**config.mk**
```make
export PLATFORM = sky130hd
export DESIGN_NAME = recent_access_chunk_eviction_flat
export DESIGN_NICKNAME = d
export VERILOG_FILES = /design/src/rtl/race_pkg.sv /design/src/rtl/race_if.sv /design/src/rtl/race_store.sv /design/src/rtl/recent_access_chunk_eviction.sv /design/src/flat_wrapper.sv
export SDC_FILE = /design/constraint.sdc
export NUM_CORES = 2
export LEC_CHECK = 0
export BUFFER_PORTS_ARGS = -buffer_cell sky130_fd_sc_hd__buf_2
export CAP_MARGIN = 20
export CORE_MARGIN = 3
export CORE_UTILIZATION = 65
export CTS_BUF_LIST = sky130_fd_sc_hd__clkbuf_4
export CTS_CLUSTER_DIAMETER = 30
export DETAILED_ROUTE_END_ITERATION = 10
export GPL_ROUTABILITY_DRIVEN = 1
export GPL_TIMING_DRIVEN = 0
export PLACE_DENSITY = 0.8
export SKIP_LAST_GASP = 1
export SYNTH_ARGS = -nofsm -noshare
export SYNTH_HDL_FRONTEND = slang
export SYNTH_HIERARCHICAL = 1
export SYNTH_SLANG_ARGS = --single-unit
export TNS_END_PERCENT = 30
```
**constraint.sdc**
```tcl
create_clock -name clk -period 14.45 [get_ports clk]
set_clock_uncertainty 0.2 [all_clocks]
set_input_delay 0.7225 -clock clk [delete_from_list [all_inputs] [get_ports clk]]
set_output_delay 0.7225 -clock clk [all_outputs]
set_load 0.03 [all_outputs]
```
**src/rtl/race_pkg.sv**
```systemverilog
`timescale 1ns / 1ps
// Shared constants and codes for the recent access chunk eviction block.
// Used by the channel interfaces, the top level and the bench.
package race_pkg;

  localparam int NUM_SLOTS_DEF  = 4;
  localparam int MAX_CHUNKS_DEF = 16;
  localparam int ID_BITS_DEF    = 16;

  localparam int OPCODE_W = 2;
  localparam int CHUNK_W  = 16;
  localparam int CFG_W    = 3;

  typedef enum logic [OPCODE_W-1:0] {
    OP_PUSH  = 2'd0,
    OP_END   = 2'd1,
    OP_QUERY = 2'd2
  } opcode_t;

endpackage

```
**src/rtl/race_if.sv**
```systemverilog
`timescale 1ns / 1ps
// Valid/ready channel interfaces: request, response and configuration write.
// Field widths come from race_pkg.
interface race_req_if;
  logic                          valid;
  logic                          ready;
  logic [race_pkg::OPCODE_W-1:0] opcode;
  logic [race_pkg::CHUNK_W-1:0]  chunk_id;

  modport source (output valid, output opcode, output chunk_id, input ready);
  modport sink (input valid, input opcode, input chunk_id, output ready);
endinterface

interface race_rsp_if;
  logic valid;
  logic ready;
  logic toss;
  logic changed;
  logic overflow;

  modport source (output valid, output toss, output changed, output overflow, input ready);
  modport sink (input valid, input toss, input changed, input overflow, output ready);
endinterface

interface race_cfg_if;
  logic                       valid;
  logic                       ready;
  logic [race_pkg::CFG_W-1:0] active_ios;

  modport source (output valid, output active_ios, input ready);
  modport sink (input valid, input active_ios, output ready);
endinterface

```
**src/rtl/race_store.sv**
```systemverilog
`timescale 1ns / 1ps
// Id storage: slot id memory and staging id memory, one write and one
// registered read port each. No package dependency.
module race_store #(
  parameter int SLOT_ADDR_W = 6,
  parameter int STG_ADDR_W  = 4,
  parameter int ID_W        = 16
) (
  input  logic                   clk,
  input  logic                   slot_we,
  input  logic [SLOT_ADDR_W-1:0] slot_waddr,
  input  logic [ID_W-1:0]        slot_wdata,
  input  logic [SLOT_ADDR_W-1:0] slot_raddr,
  output logic [ID_W-1:0]        slot_rdata,
  input  logic                   stg_we,
  input  logic [STG_ADDR_W-1:0]  stg_waddr,
  input  logic [ID_W-1:0]        stg_wdata,
  input  logic [STG_ADDR_W-1:0]  stg_raddr,
  output logic [ID_W-1:0]        stg_rdata
);

  logic [ID_W-1:0] slot_mem [2**SLOT_ADDR_W];
  logic [ID_W-1:0] stg_mem  [2**STG_ADDR_W];

  always_ff @(posedge clk) begin
    if (slot_we) begin
      slot_mem[slot_waddr] <= slot_wdata;
    end
    slot_rdata <= slot_mem[slot_raddr];
  end

  always_ff @(posedge clk) begin
    if (stg_we) begin
      stg_mem[stg_waddr] <= stg_wdata;
    end
    stg_rdata <= stg_mem[stg_raddr];
  end

endmodule

```
**src/rtl/recent_access_chunk_eviction.sv**
```systemverilog
`timescale 1ns / 1ps
// Top level: sequencer, slot counts and result register of the eviction filter.
// Depends on race_pkg, race_if and race_store.
//
//  channel | dir | transaction     | fields
//  req     | in  | one operation   | opcode, chunk_id
//  rsp     | out | one result      | toss, changed, overflow
//  cfg     | in  | register write  | active_ios
//
// Push and unknown opcodes, and a query with no slot change, go from idle to done.
// End of access goes through the end state and, on a replace, through the copy
// state, which moves the staging list into the slot.
// A query after a change scans the slot memory over the active slots,
// at most one slot memory read per cycle.
// Reset is synchronous; no clearing pass. A stalled rsp holds the result
// register; req is taken again while it waits, until the next result is ready.
module recent_access_chunk_eviction #(
  parameter int NUM_SLOTS             = race_pkg::NUM_SLOTS_DEF,
  parameter int MAX_CHUNKS_PER_ACCESS = race_pkg::MAX_CHUNKS_DEF,
  parameter int ID_BITS               = race_pkg::ID_BITS_DEF
) (
  input logic         clk,
  input logic         rst,
  race_req_if.sink    req,
  race_rsp_if.source  rsp,
  race_cfg_if.sink    cfg
);

  localparam int SLOT_W = (NUM_SLOTS > 1) ? $clog2(NUM_SLOTS) : 1;
  localparam int SCNT_W = $clog2(NUM_SLOTS + 1);
  localparam int K_W    = (MAX_CHUNKS_PER_ACCESS > 1) ? $clog2(MAX_CHUNKS_PER_ACCESS) : 1;
  localparam int CNT_W  = $clog2(MAX_CHUNKS_PER_ACCESS + 1);
  localparam int ID_W   = (ID_BITS < race_pkg::CHUNK_W) ? ID_BITS : race_pkg::CHUNK_W;
  localparam int ADDR_W = SLOT_W + K_W;

  typedef enum logic [4:0] {
    S_IDLE = 5'b00001,
    S_END  = 5'b00010,
    S_COPY = 5'b00100,
    S_SCAN = 5'b01000,
    S_DONE = 5'b10000
  } state_t;

  state_t                      state;
  logic [race_pkg::CFG_W-1:0]  active_ios;
  logic [CNT_W-1:0]            slot_counts [NUM_SLOTS];
  logic [CNT_W-1:0]            staging_count;
  logic                        staging_dropped;
  logic [SLOT_W-1:0]           ring_pointer;
  logic                        last_changed;
  logic [SLOT_W-1:0]           cur_slot;
  logic [SCNT_W-1:0]           scan_slot;
  logic [CNT_W-1:0]            idx;
  logic                        pend;
  logic [K_W-1:0]              pend_idx;
  logic [ID_W-1:0]             query_id;
  logic                        res_toss;
  logic                        res_changed;
  logic                        res_ovf;
  logic                        out_valid;
  logic                        out_toss;
  logic                        out_changed;
  logic                        out_ovf;

  logic                        accept;
  logic                        cfg_write;
  logic [SCNT_W-1:0]           n;
  logic [SCNT_W-1:0]           n_cfg;
  logic [SLOT_W-1:0]           p_start;
  logic [SCNT_W-1:0]           p_inc;
  logic [SLOT_W-1:0]           ring_next;
  logic [ID_W-1:0]             id_in;
  logic                        stage_room;
  logic                        scan_live;
  logic [CNT_W-1:0]            scan_cnt;
  logic                        scan_issue;
  logic                        scan_done;
  logic                        hit;
  logic                        copy_issue;
  logic                        copy_done;
  logic                        replace;

  logic                        slot_we;
  logic [ADDR_W-1:0]           slot_waddr;
  logic [ADDR_W-1:0]           slot_raddr;
  logic [ID_W-1:0]             slot_rdata;
  logic                        stg_we;
  logic [K_W-1:0]              stg_waddr;
  logic [K_W-1:0]              stg_raddr;
  logic [ID_W-1:0]             stg_rdata;

  race_store #(
    .SLOT_ADDR_W (ADDR_W),
    .STG_ADDR_W  (K_W),
    .ID_W        (ID_W)
  ) u_store (
    .clk        (clk),
    .slot_we    (slot_we),
    .slot_waddr (slot_waddr),
    .slot_wdata (stg_rdata),
    .slot_raddr (slot_raddr),
    .slot_rdata (slot_rdata),
    .stg_we     (stg_we),
    .stg_waddr  (stg_waddr),
    .stg_wdata  (id_in),
    .stg_raddr  (stg_raddr),
    .stg_rdata  (stg_rdata)
  );

  assign req.ready   = (state == S_IDLE);
  assign cfg.ready   = 1'b1;
  assign rsp.valid   = out_valid;
  assign rsp.toss    = out_toss;
  assign rsp.changed = out_changed;
  assign rsp.overflow = out_ovf;

  assign accept    = req.valid && req.ready;
  assign cfg_write = cfg.valid && cfg.ready;

  always_comb begin
    if (active_ios == '0) begin
      n = SCNT_W'(1);
    end else if (32'(active_ios) > NUM_SLOTS) begin
      n = SCNT_W'(NUM_SLOTS);
    end else begin
      n = SCNT_W'(active_ios);
    end
    if (cfg.active_ios == '0) begin
      n_cfg = SCNT_W'(1);
    end else if (32'(cfg.active_ios) > NUM_SLOTS) begin
      n_cfg = SCNT_W'(NUM_SLOTS);
    end else begin
      n_cfg = SCNT_W'(cfg.active_ios);
    end
  end

  always_comb begin
    id_in      = req.chunk_id[ID_W-1:0];
    stage_room = (staging_count < CNT_W'(MAX_CHUNKS_PER_ACCESS));
    p_start    = (SCNT_W'(ring_pointer) < n) ? ring_pointer : '0;
    p_inc      = SCNT_W'(cur_slot) + SCNT_W'(1);
    ring_next  = (p_inc >= n) ? '0 : p_inc[SLOT_W-1:0];

    scan_live  = (scan_slot < n);
    scan_cnt   = scan_live ? slot_counts[scan_slot[SLOT_W-1:0]] : '0;
    scan_issue = scan_live && (idx < scan_cnt);
    scan_done  = !scan_live && !pend;
    hit        = pend && (slot_rdata == query_id);

    copy_issue = (idx < staging_count);
    copy_done  = !copy_issue && !pend;
    replace    = (staging_count == '0) || (slot_counts[cur_slot] == '0) ||
                 (slot_rdata != stg_rdata);

    slot_raddr = (state == S_IDLE) ? {p_start, K_W'(0)}
                                   : {scan_slot[SLOT_W-1:0], idx[K_W-1:0]};
    slot_we    = (state == S_COPY) && pend;
    slot_waddr = {cur_slot, pend_idx};
    stg_raddr  = (state == S_COPY) ? idx[K_W-1:0] : '0;
    stg_we     = accept && (req.opcode == race_pkg::OP_PUSH) && stage_room;
    stg_waddr  = staging_count[K_W-1:0];
  end

  always_ff @(posedge clk) begin
    if (rst) begin
      state           <= S_IDLE;
      active_ios      <= race_pkg::CFG_W'(1);
      staging_count   <= '0;
      staging_dropped <= 1'b0;
      ring_pointer    <= '0;
      last_changed    <= 1'b0;
      pend            <= 1'b0;
      out_valid       <= 1'b0;
      for (int s = 0; s < NUM_SLOTS; s++) begin
        slot_counts[s] <= '0;
      end
    end else begin
      if (rsp.valid && rsp.ready && (state != S_DONE)) begin
        out_valid <= 1'b0;
      end
      unique case (state)
        S_IDLE: begin
          if (accept) begin
            res_toss    <= 1'b0;
            res_changed <= last_changed;
            res_ovf     <= staging_dropped ||
                           ((req.opcode == race_pkg::OP_PUSH) && !stage_room);
            unique case (req.opcode)
              race_pkg::OP_PUSH: begin
                if (stage_room) begin
                  staging_count <= staging_count + CNT_W'(1);
                end else begin
                  staging_dropped <= 1'b1;
                end
                state <= S_DONE;
              end
              race_pkg::OP_END: begin
                cur_slot <= p_start;
                state    <= S_END;
              end
              race_pkg::OP_QUERY: begin
                if (last_changed) begin
                  query_id  <= id_in;
                  scan_slot <= '0;
                  idx       <= '0;
                  pend      <= 1'b0;
                  state     <= S_SCAN;
                end else begin
                  state <= S_DONE;
                end
              end
              default: begin
                state <= S_DONE;
              end
            endcase
          end
        end
        S_END: begin
          if (replace) begin
            idx   <= '0;
            pend  <= 1'b0;
            state <= S_COPY;
          end else begin
            last_changed    <= 1'b0;
            ring_pointer    <= ring_next;
            res_toss        <= 1'b0;
            res_changed     <= 1'b0;
            res_ovf         <= staging_dropped;
            staging_count   <= '0;
            staging_dropped <= 1'b0;
            state           <= S_DONE;
          end
        end
        S_COPY: begin
          pend     <= copy_issue;
          pend_idx <= idx[K_W-1:0];
          if (copy_issue) begin
            idx <= idx + CNT_W'(1);
          end
          if (copy_done) begin
            slot_counts[cur_slot] <= staging_count;
            last_changed          <= 1'b1;
            ring_pointer          <= ring_next;
            res_toss              <= 1'b0;
            res_changed           <= 1'b1;
            res_ovf               <= staging_dropped;
            staging_count         <= '0;
            staging_dropped       <= 1'b0;
            state                 <= S_DONE;
          end
        end
        S_SCAN: begin
          res_changed <= last_changed;
          res_ovf     <= staging_dropped;
          if (hit) begin
            res_toss <= 1'b0;
            pend     <= 1'b0;
            state    <= S_DONE;
          end else if (scan_done) begin
            res_toss <= 1'b1;
            state    <= S_DONE;
          end else if (scan_issue) begin
            idx  <= idx + CNT_W'(1);
            pend <= 1'b1;
          end else begin
            pend <= 1'b0;
            if (scan_live) begin
              scan_slot <= scan_slot + SCNT_W'(1);
              idx       <= '0;
            end
          end
        end
        S_DONE: begin
          if (!out_valid || rsp.ready) begin
            out_valid   <= 1'b1;
            out_toss    <= res_toss;
            out_changed <= res_changed;
            out_ovf     <= res_ovf;
            state       <= S_IDLE;
          end
        end
        default: begin
          state <= S_IDLE;
        end
      endcase
      if (cfg_write) begin
        active_ios <= cfg.active_ios;
        for (int s = 0; s < NUM_SLOTS; s++) begin
          if (s >= int'(n_cfg)) begin
            slot_counts[s] <= '0;
          end
        end
        if (SCNT_W'(ring_pointer) >= n_cfg) begin
          ring_pointer <= '0;
        end
      end
    end
  end

  a_scan_after_change: assert property (@(posedge clk) disable iff (rst)
    (state == S_SCAN) |-> last_changed)
    else $error("slot scan running without a changed slot");

  a_stage_bound: assert property (@(posedge clk) disable iff (rst)
    staging_count <= CNT_W'(MAX_CHUNKS_PER_ACCESS))
    else $error("staging count beyond capacity");

  a_ring_in_range: assert property (@(posedge clk) disable iff (rst)
    SCNT_W'(ring_pointer) < n)
    else $error("ring pointer outside active slots");

  a_full_push_flags: assert property (@(posedge clk) disable iff (rst)
    (accept && (req.opcode == race_pkg::OP_PUSH) && !stage_room) |=>
    (staging_dropped && res_ovf))
    else $error("push into full staging list not flagged");

  a_result_issued: assert property (@(posedge clk) disable iff (rst)
    ((state == S_DONE) && (!out_valid || rsp.ready)) |=>
    ((state == S_IDLE) && out_valid))
    else $error("finished transaction not moved to result register");

endmodule

```
**src/flat_wrapper.sv**
```systemverilog
// flat-port wrapper written by rule: the top's interface ports become plain ports
module recent_access_chunk_eviction_flat 
#(
  parameter int NUM_SLOTS             = race_pkg::NUM_SLOTS_DEF,
  parameter int MAX_CHUNKS_PER_ACCESS = race_pkg::MAX_CHUNKS_DEF,
  parameter int ID_BITS               = race_pkg::ID_BITS_DEF
)
  (clk, rst, req_valid, req_opcode, req_chunk_id, req_ready, rsp_valid, rsp_toss, rsp_changed, rsp_overflow, rsp_ready, cfg_valid, cfg_active_ios, cfg_ready);
  race_req_if req_i ();
  race_rsp_if rsp_i ();
  race_cfg_if cfg_i ();
  input logic clk;
  input logic rst;
  input wire logic [$bits(req_i.valid)-1:0] req_valid;
  input wire logic [$bits(req_i.opcode)-1:0] req_opcode;
  input wire logic [$bits(req_i.chunk_id)-1:0] req_chunk_id;
  output wire logic [$bits(req_i.ready)-1:0] req_ready;
  output wire logic [$bits(rsp_i.valid)-1:0] rsp_valid;
  output wire logic [$bits(rsp_i.toss)-1:0] rsp_toss;
  output wire logic [$bits(rsp_i.changed)-1:0] rsp_changed;
  output wire logic [$bits(rsp_i.overflow)-1:0] rsp_overflow;
  input wire logic [$bits(rsp_i.ready)-1:0] rsp_ready;
  input wire logic [$bits(cfg_i.valid)-1:0] cfg_valid;
  input wire logic [$bits(cfg_i.active_ios)-1:0] cfg_active_ios;
  output wire logic [$bits(cfg_i.ready)-1:0] cfg_ready;
  assign req_i.valid = req_valid;
  assign req_i.opcode = req_opcode;
  assign req_i.chunk_id = req_chunk_id;
  assign req_ready = req_i.ready;
  assign rsp_valid = rsp_i.valid;
  assign rsp_toss = rsp_i.toss;
  assign rsp_changed = rsp_i.changed;
  assign rsp_overflow = rsp_i.overflow;
  assign rsp_i.ready = rsp_ready;
  assign cfg_i.valid = cfg_valid;
  assign cfg_i.active_ios = cfg_active_ios;
  assign cfg_ready = cfg_i.ready;
  recent_access_chunk_eviction #(.NUM_SLOTS(NUM_SLOTS), .MAX_CHUNKS_PER_ACCESS(MAX_CHUNKS_PER_ACCESS), .ID_BITS(ID_BITS)) u_core (.clk(clk), .rst(rst), .req(req_i), .rsp(rsp_i), .cfg(cfg_i));
endmodule
```
Word level (Yosys, flattened, before mapping) --
Memory sizes are Yosys's and may differ from the RTL's. A register that Yosys moved wholly into a read port is not among the register bits. Cells that the tools add are included.
Word-level totals: ROM bits 0, output and inout bits 6, memories 3, register bits after elaboration 55, word-level logic and storage cells 238, memory bits (writable) 1300, bits of input ports 26, bits in latches 0
Memories:
- u_core.u_store.slot_mem | words 64, width 16, rd ports 1, clocked after Yosys merged registers in 1, wr ports 1, RTL line race_store.sv:22 | logic [ID_W-1:0] slot_mem [2**SLOT_ADDR_W];
- u_core.u_store.stg_mem | words 16, width 16, rd ports 1, clocked after Yosys merged registers in 1, wr ports 1, RTL line race_store.sv:23 | logic [ID_W-1:0] stg_mem [2**STG_ADDR_W];
- u_core.slot_counts | words 4, width 5, rd ports 2, clocked after Yosys merged registers in 2, wr ports 4, RTL line recent_access_chunk_eviction.sv:46 | logic [CNT_W-1:0] slot_counts [NUM_SLOTS];
Operators by class: magnitude comparators 13, bitwise operators 14, div/mod/pow operators 0, equality and inequality tests 31, reductions and logical operators 43, shift operators 0, add/subtract/negate cells 4, muxes and demuxes 111, multipliers 0
Operator list (number):
- $mux 5 | 27
- $mux 1 | 50
- $mux 3 | 11
- $pmux 5 s5 | 1
- $reduce_and 6->1 | 4
- $ne 2x2->1 const B | 10
- $pmux 5 s4 | 1
- $mux 2 | 9
- $eq 16x16->1 | 1
- $ne 16x16->1 | 1
- $pmux 1 s4 | 4
- $pmux 5 s3 | 1
- $logic_and 1x1->1 | 11
- $add 5x1->5 const B | 2
- $logic_not 5->1 | 2
- $lt 5x5->1 | 2
- $ne 2x1->1 const B | 5
- $pmux 5 s2 | 1
- $reduce_and 10->1 | 1
- $reduce_and 5->1 | 2
- $reduce_and 9->1 | 1
- $eq 2x2->1 const B | 4
- $reduce_and 4->1 | 2
- $and 1x1->1 | 6
- 37 further kinds | 57

Depth between registers and ports, before layout --
depth in word-level cells 15, depth in mapped cells 16, gate-level depth less buffers 13

Hierarchy --
Netlist, hierarchy kept.
By module, submodules not included:
- race_store | seq. area each 39077.5 um^2, times used 1, cells each 2178, area each 49775.2 um^2
- recent_access_chunk_eviction | seq. area each 2142.1 um^2, times used 1, cells each 419, area each 4464.3 um^2

Least setup slack after synthesis --
Ideal clock, no wire load.
path type flip-flop to flip-flop, from register u_core/u_store/stg_rdata[14] (netlist name), to memory u_core.u_store.stg_mem[0][0] (enable), slack 9.423 ns, buffers on the path 1, data arrival time 4.417 ns, required time 13.841 ns, library setup time 0.409 ns, stages on the path, launching flop included 10, clock period less this slack 5.027 ns, cells stage by stage dfxtp_1 > xor2_1 > nor4_2 > nand4_1 > or3_1 > buf_6 > a211o_4 > nor3_2 > or3b_2 > nor3_1
RTL lines (RTL line):
- end, declared | race_store.sv:23

Worst setup path in the final report --
from register u_core.state[1], to register u_core.u_store.slot_rdata[8] (read register of u_core.u_store.slot_mem)
On the way: word-level cells in the longest chain between the ends 2
RTL lines:
- start, declared | RTL line recent_access_chunk_eviction.sv:44 | state_t state;
- start signal, assigned | RTL line recent_access_chunk_eviction.sv:166 | state <= S_IDLE;
- start signal, assigned | RTL line recent_access_chunk_eviction.sv:195 | state <= S_DONE;
- start signal, assigned | RTL line recent_access_chunk_eviction.sv:199 | state <= S_END;
- $eq 5x1->1 | RTL line recent_access_chunk_eviction.sv:155 | slot_raddr = (state == S_IDLE) ? {p_start, K_W'(0)}
- $mux 6 | RTL line recent_access_chunk_eviction.sv:155
- via u_core.slot_raddr[4] | RTL line recent_access_chunk_eviction.sv:85 | logic [ADDR_W-1:0] slot_raddr;
- end, declared | RTL line race_store.sv:14 | output logic [ID_W-1:0] slot_rdata,
The timed path passes the listed nets, and every way through them passes these cells. A chain may end at the register's enable or synchronous reset.

==> summary.txt <==
Clock Pin Slew Worst Setup and Hold Paths -> 0.08 ns
max incr delay on CP -> 0.62 ns
Nets -> 3,142
final hold violation count -> 0
part of the Yosys area used for sequential elements -> 76.0%
DR pass1 iterations -> 5
Hold WC Path Type -> reg -> reg
clock tree root buffer cell -> clkbuf_4
port bufs -> 29
worst-path cell chain -> or3_4 -> or2_0 -> clkbuf_1 -> inv_1 -> nand2_1 -> nand2_1 -> clkbuf_1 -> buf_2 -> clkbuf_1 -> buf_1 -> o21ai_0 -> o21ai_0 -> nand4_1 -> o311ai_1
# setup viols final -> 0
final period utilization -> 36.5%
most common cell after layout, fill and taps aside -> edfxtp_1
Crit path top cell by count -> clkbuf_1
FFs w/ async S/R, synth -> 0%
Crit Path Class -> reg -> reg
met1 Usage GRT -> 44.0%
Max VDD drop -> 0.0966 mV
max-cap check violation count -> 0
fin util -> 74.9%
Initial Util -> 65.8%
GR Overflow Total -> 0
Pleak -> 19.8 nW
Layout area overhead -> 13.7%
largest net degree at the start of global routing -> 50
post-detail-place hpwl -> 88.1 mm
post-place instance area -> 0.0572 mm2
post-synthesis cell area -> 0.0542 mm2
worst-margin pin slew -> 1.13 ns
first-pass GRT wire length -> 199 mm
synthesized area per cell -> 20.9 um2
Final Slew Violations -> 0
die area -> 0.0869 mm2
largest delay contributor family on the critical path -> buffers and inverters
Pwr Density -> 139 mW/mm2
non-filler cells, final -> 4,399
Via Count -> 29,600
cell accounting for the most synthesized area -> edfxtp_1
met3 usage -> 7.77%
Mapped Cells -> 2,597
Worst setup SP type -> flip-flop
Cells after DPL -> 3,776
layout cell share with drive strength beyond 1 -> 33.6%
crit path DAT -> 6.05 ns
drc violations -> 0
clock sink total -> 1,391
initial antenna violation count -> 6
grt met2 use -> 50.6%
antenna viol nets, final -> 0
Final min period -> 5.28 ns
Area contributors post-synth -> edfxtp_1 (74%), mux4_2 (14%), dfxtp_1 (2.0%), mux2i_1 (0.94%), nor2_1 (0.89%)
H-tree depth -> 5
gpl congestion -> 0.923
vias in the first global route -> 30,100
Most Crowded Layer GR -> met2
die width -> 295 um
number of synthesized register bits -> 1,391
share of the synthesized area in the top cell type -> 74.0%
Core ar. -> 0.0824 mm2
row count -> 105
Post-CTS Setup Inserts -> 0
Syn Nets -> 2,647
status -> completed
Vias/cell -> 6.72
DR WL/cell -> 30.8 um
initial drt markers -> 4,123
WL final -> 135 mm
slowest cell on the critical path -> clkbuf_1
total track usage -> 32.2%
fill count -> 4,382
RSZ-0062 raised after global routing -> false
Max-slew headroom -> 24.4%
ys flop type -> edfxtp_1
TritonCTS clock tree -> yes
die height -> 295 um
commonest cells after routing, fill and taps aside -> edfxtp_1 (1,336), clkbuf_4 (476), mux4_2 (329), nand2_1 (120), clkinv_1 (78)
Synthesis Warnings -> 6
critical path buffer and inverter count -> 6
Required @ worst endpoint -> 15.22 ns
post-route cell area -> 0.0617 mm2
CP endpoint kind -> flip-flop
Post-synth EDFFs -> 1,336
Max Clock Freq -> 189 MHz
Post-Route Setup TNS -> 0 ns
Unique masters post-synth -> 78
Ports -> 32
CTS Buffer Depth -> 4
maximum fanout along the worst path -> 10
total CTS buffers -> 350
Clock Latency Late Sink -> 1.17 ns
==> logic make-up after synthesis <==
| kind of cell | Yosys count | share of synthesized area [%] |
|---|---|---|
| mux | 396 | 15.3 |
| flops | 1391 | 76.0 |
| compound gates | 161 | 2.20 |
| xor+xnor | 37 | 0.597 |
| other cells | 1 | 0.00691 |
| simple gates | 442 | 3.97 |
| fa+ha+maj | 24 | 0.554 |
| buf+inv | 145 | 1.41 |
==> routing by layer <==
layer,share of wire (%),up-vias
met1,36,15100
met3,11,356
met4,4.1,2
li1,-,12000
met5,0.0096,-
met2,49,2131
==> worst register-to-register path: cells and delay by family (launching register included) <==
| family | cells | cell delay, ns |
|---|---|---|
| AOI/OAI and AO/OA | 3 | 0.70 |
| DFF | 1 | 0.38 |
| and+or+nand+nor | 5 | 1.10 |
| buffers and inverters | 6 | 2.79 |
==> where the power goes <==
part           switching, mW  internal (mW)
registers             0.0652           4.46
clock network           1.52           1.61
logic                  0.556          0.373
total                   2.14           6.45
==> path summary, 6_finish.rpt <==
kind | slack [ns] | start | depth (start not counted) | end
setup / recovery | 9.17 | u_core/state[1] | 14 | u_core/u_store/slot_rdata[8]
hold / removal | 0.23 | u_core/res_toss | 0 | u_core/rsp.toss
setup reg to reg | 9.17 | u_core/state[1] | 14 | u_core/u_store/slot_rdata[8]
hold reg to reg | 0.23 | u_core/res_toss | 0 | u_core/rsp.toss
==> flip-flops by register name (all words and copies together), names as in the netlist, 2 cells and up, named ones only <==
signal,flops
u_core/u_store/stg_rdata,16
u_core/idx,5
u_core/cur_slot,2
u_core/staging_count,5
u_core/active_ios,3
u_core/state,5
u_core/query_id,16
u_core/slot_counts,20
u_core/u_store/stg_mem,256
u_core/scan_slot,3
u_core/u_store/slot_rdata,16
u_core/pend_idx,4
u_core/u_store/slot_mem,1024
u_core/ring_pointer,2
==> through the flow <==
step | power [mW] | setup WS, ns | hold WS [ns]
after CTS | 8.61 | 9.37 | 0.178
after global placement | 5.48 | 7.12 | 0.206
final | 8.59 | 9.17 | 0.233
after detailed placement | 5.51 | 9.33 | 0.210
after global routing | 8.90 | 9.04 | 0.234
after floorplan | 5.16 | 9.42 | 0.200
==> what timing repair did <==
action                                 4_1_cts  5_1_grt
endpoints found under the hold margin      320        0
hold buffers                                34        0
resized for setup                            0        0
==> synthesized netlist by cell type (all sizes together), types with 3 or more instances <==
cell type	n
edfxtp	1336
mux4	341
nor2	128
nand2	120
buf	78
dfxtp	55
mux2i	51
clkbuf	49
nand3	32
o21ai	31
nor3	26
nor4	25
ha	24
nor2b	22
o22ai	21
xor2	21
a211oi	18
a21oi	17
inv	16
or2	16
xnor2	16
a22oi	14
a32o	14
a41o	14
and2	14
nand2b	12
nand4	10
nand3b	9
or3	7
mux2	4
nor3b	4
o21a	4
or3b	4
a211o	3
and3b	3
o211ai	3
o311ai	3
==> final cells by class <==
class / instances / area [um2] / area share (%)
sequential: 1391 / 41200 / 66.9
multi-input combinational: 1061 / 12400 / 20.2
timing repair buffer: 143 / 1740 / 2.82
antenna: 5 / 12.5 / 0.0203
clock inverter: 108 / 573 / 0.929
buffer: 128 / 701 / 1.14
clock buffer: 476 / 3570 / 5.79
inverter: 17 / 63.8 / 0.103
tap: 1070 / 1340 / 2.17
No activity file was read; power rests on OpenSTA's default activity.
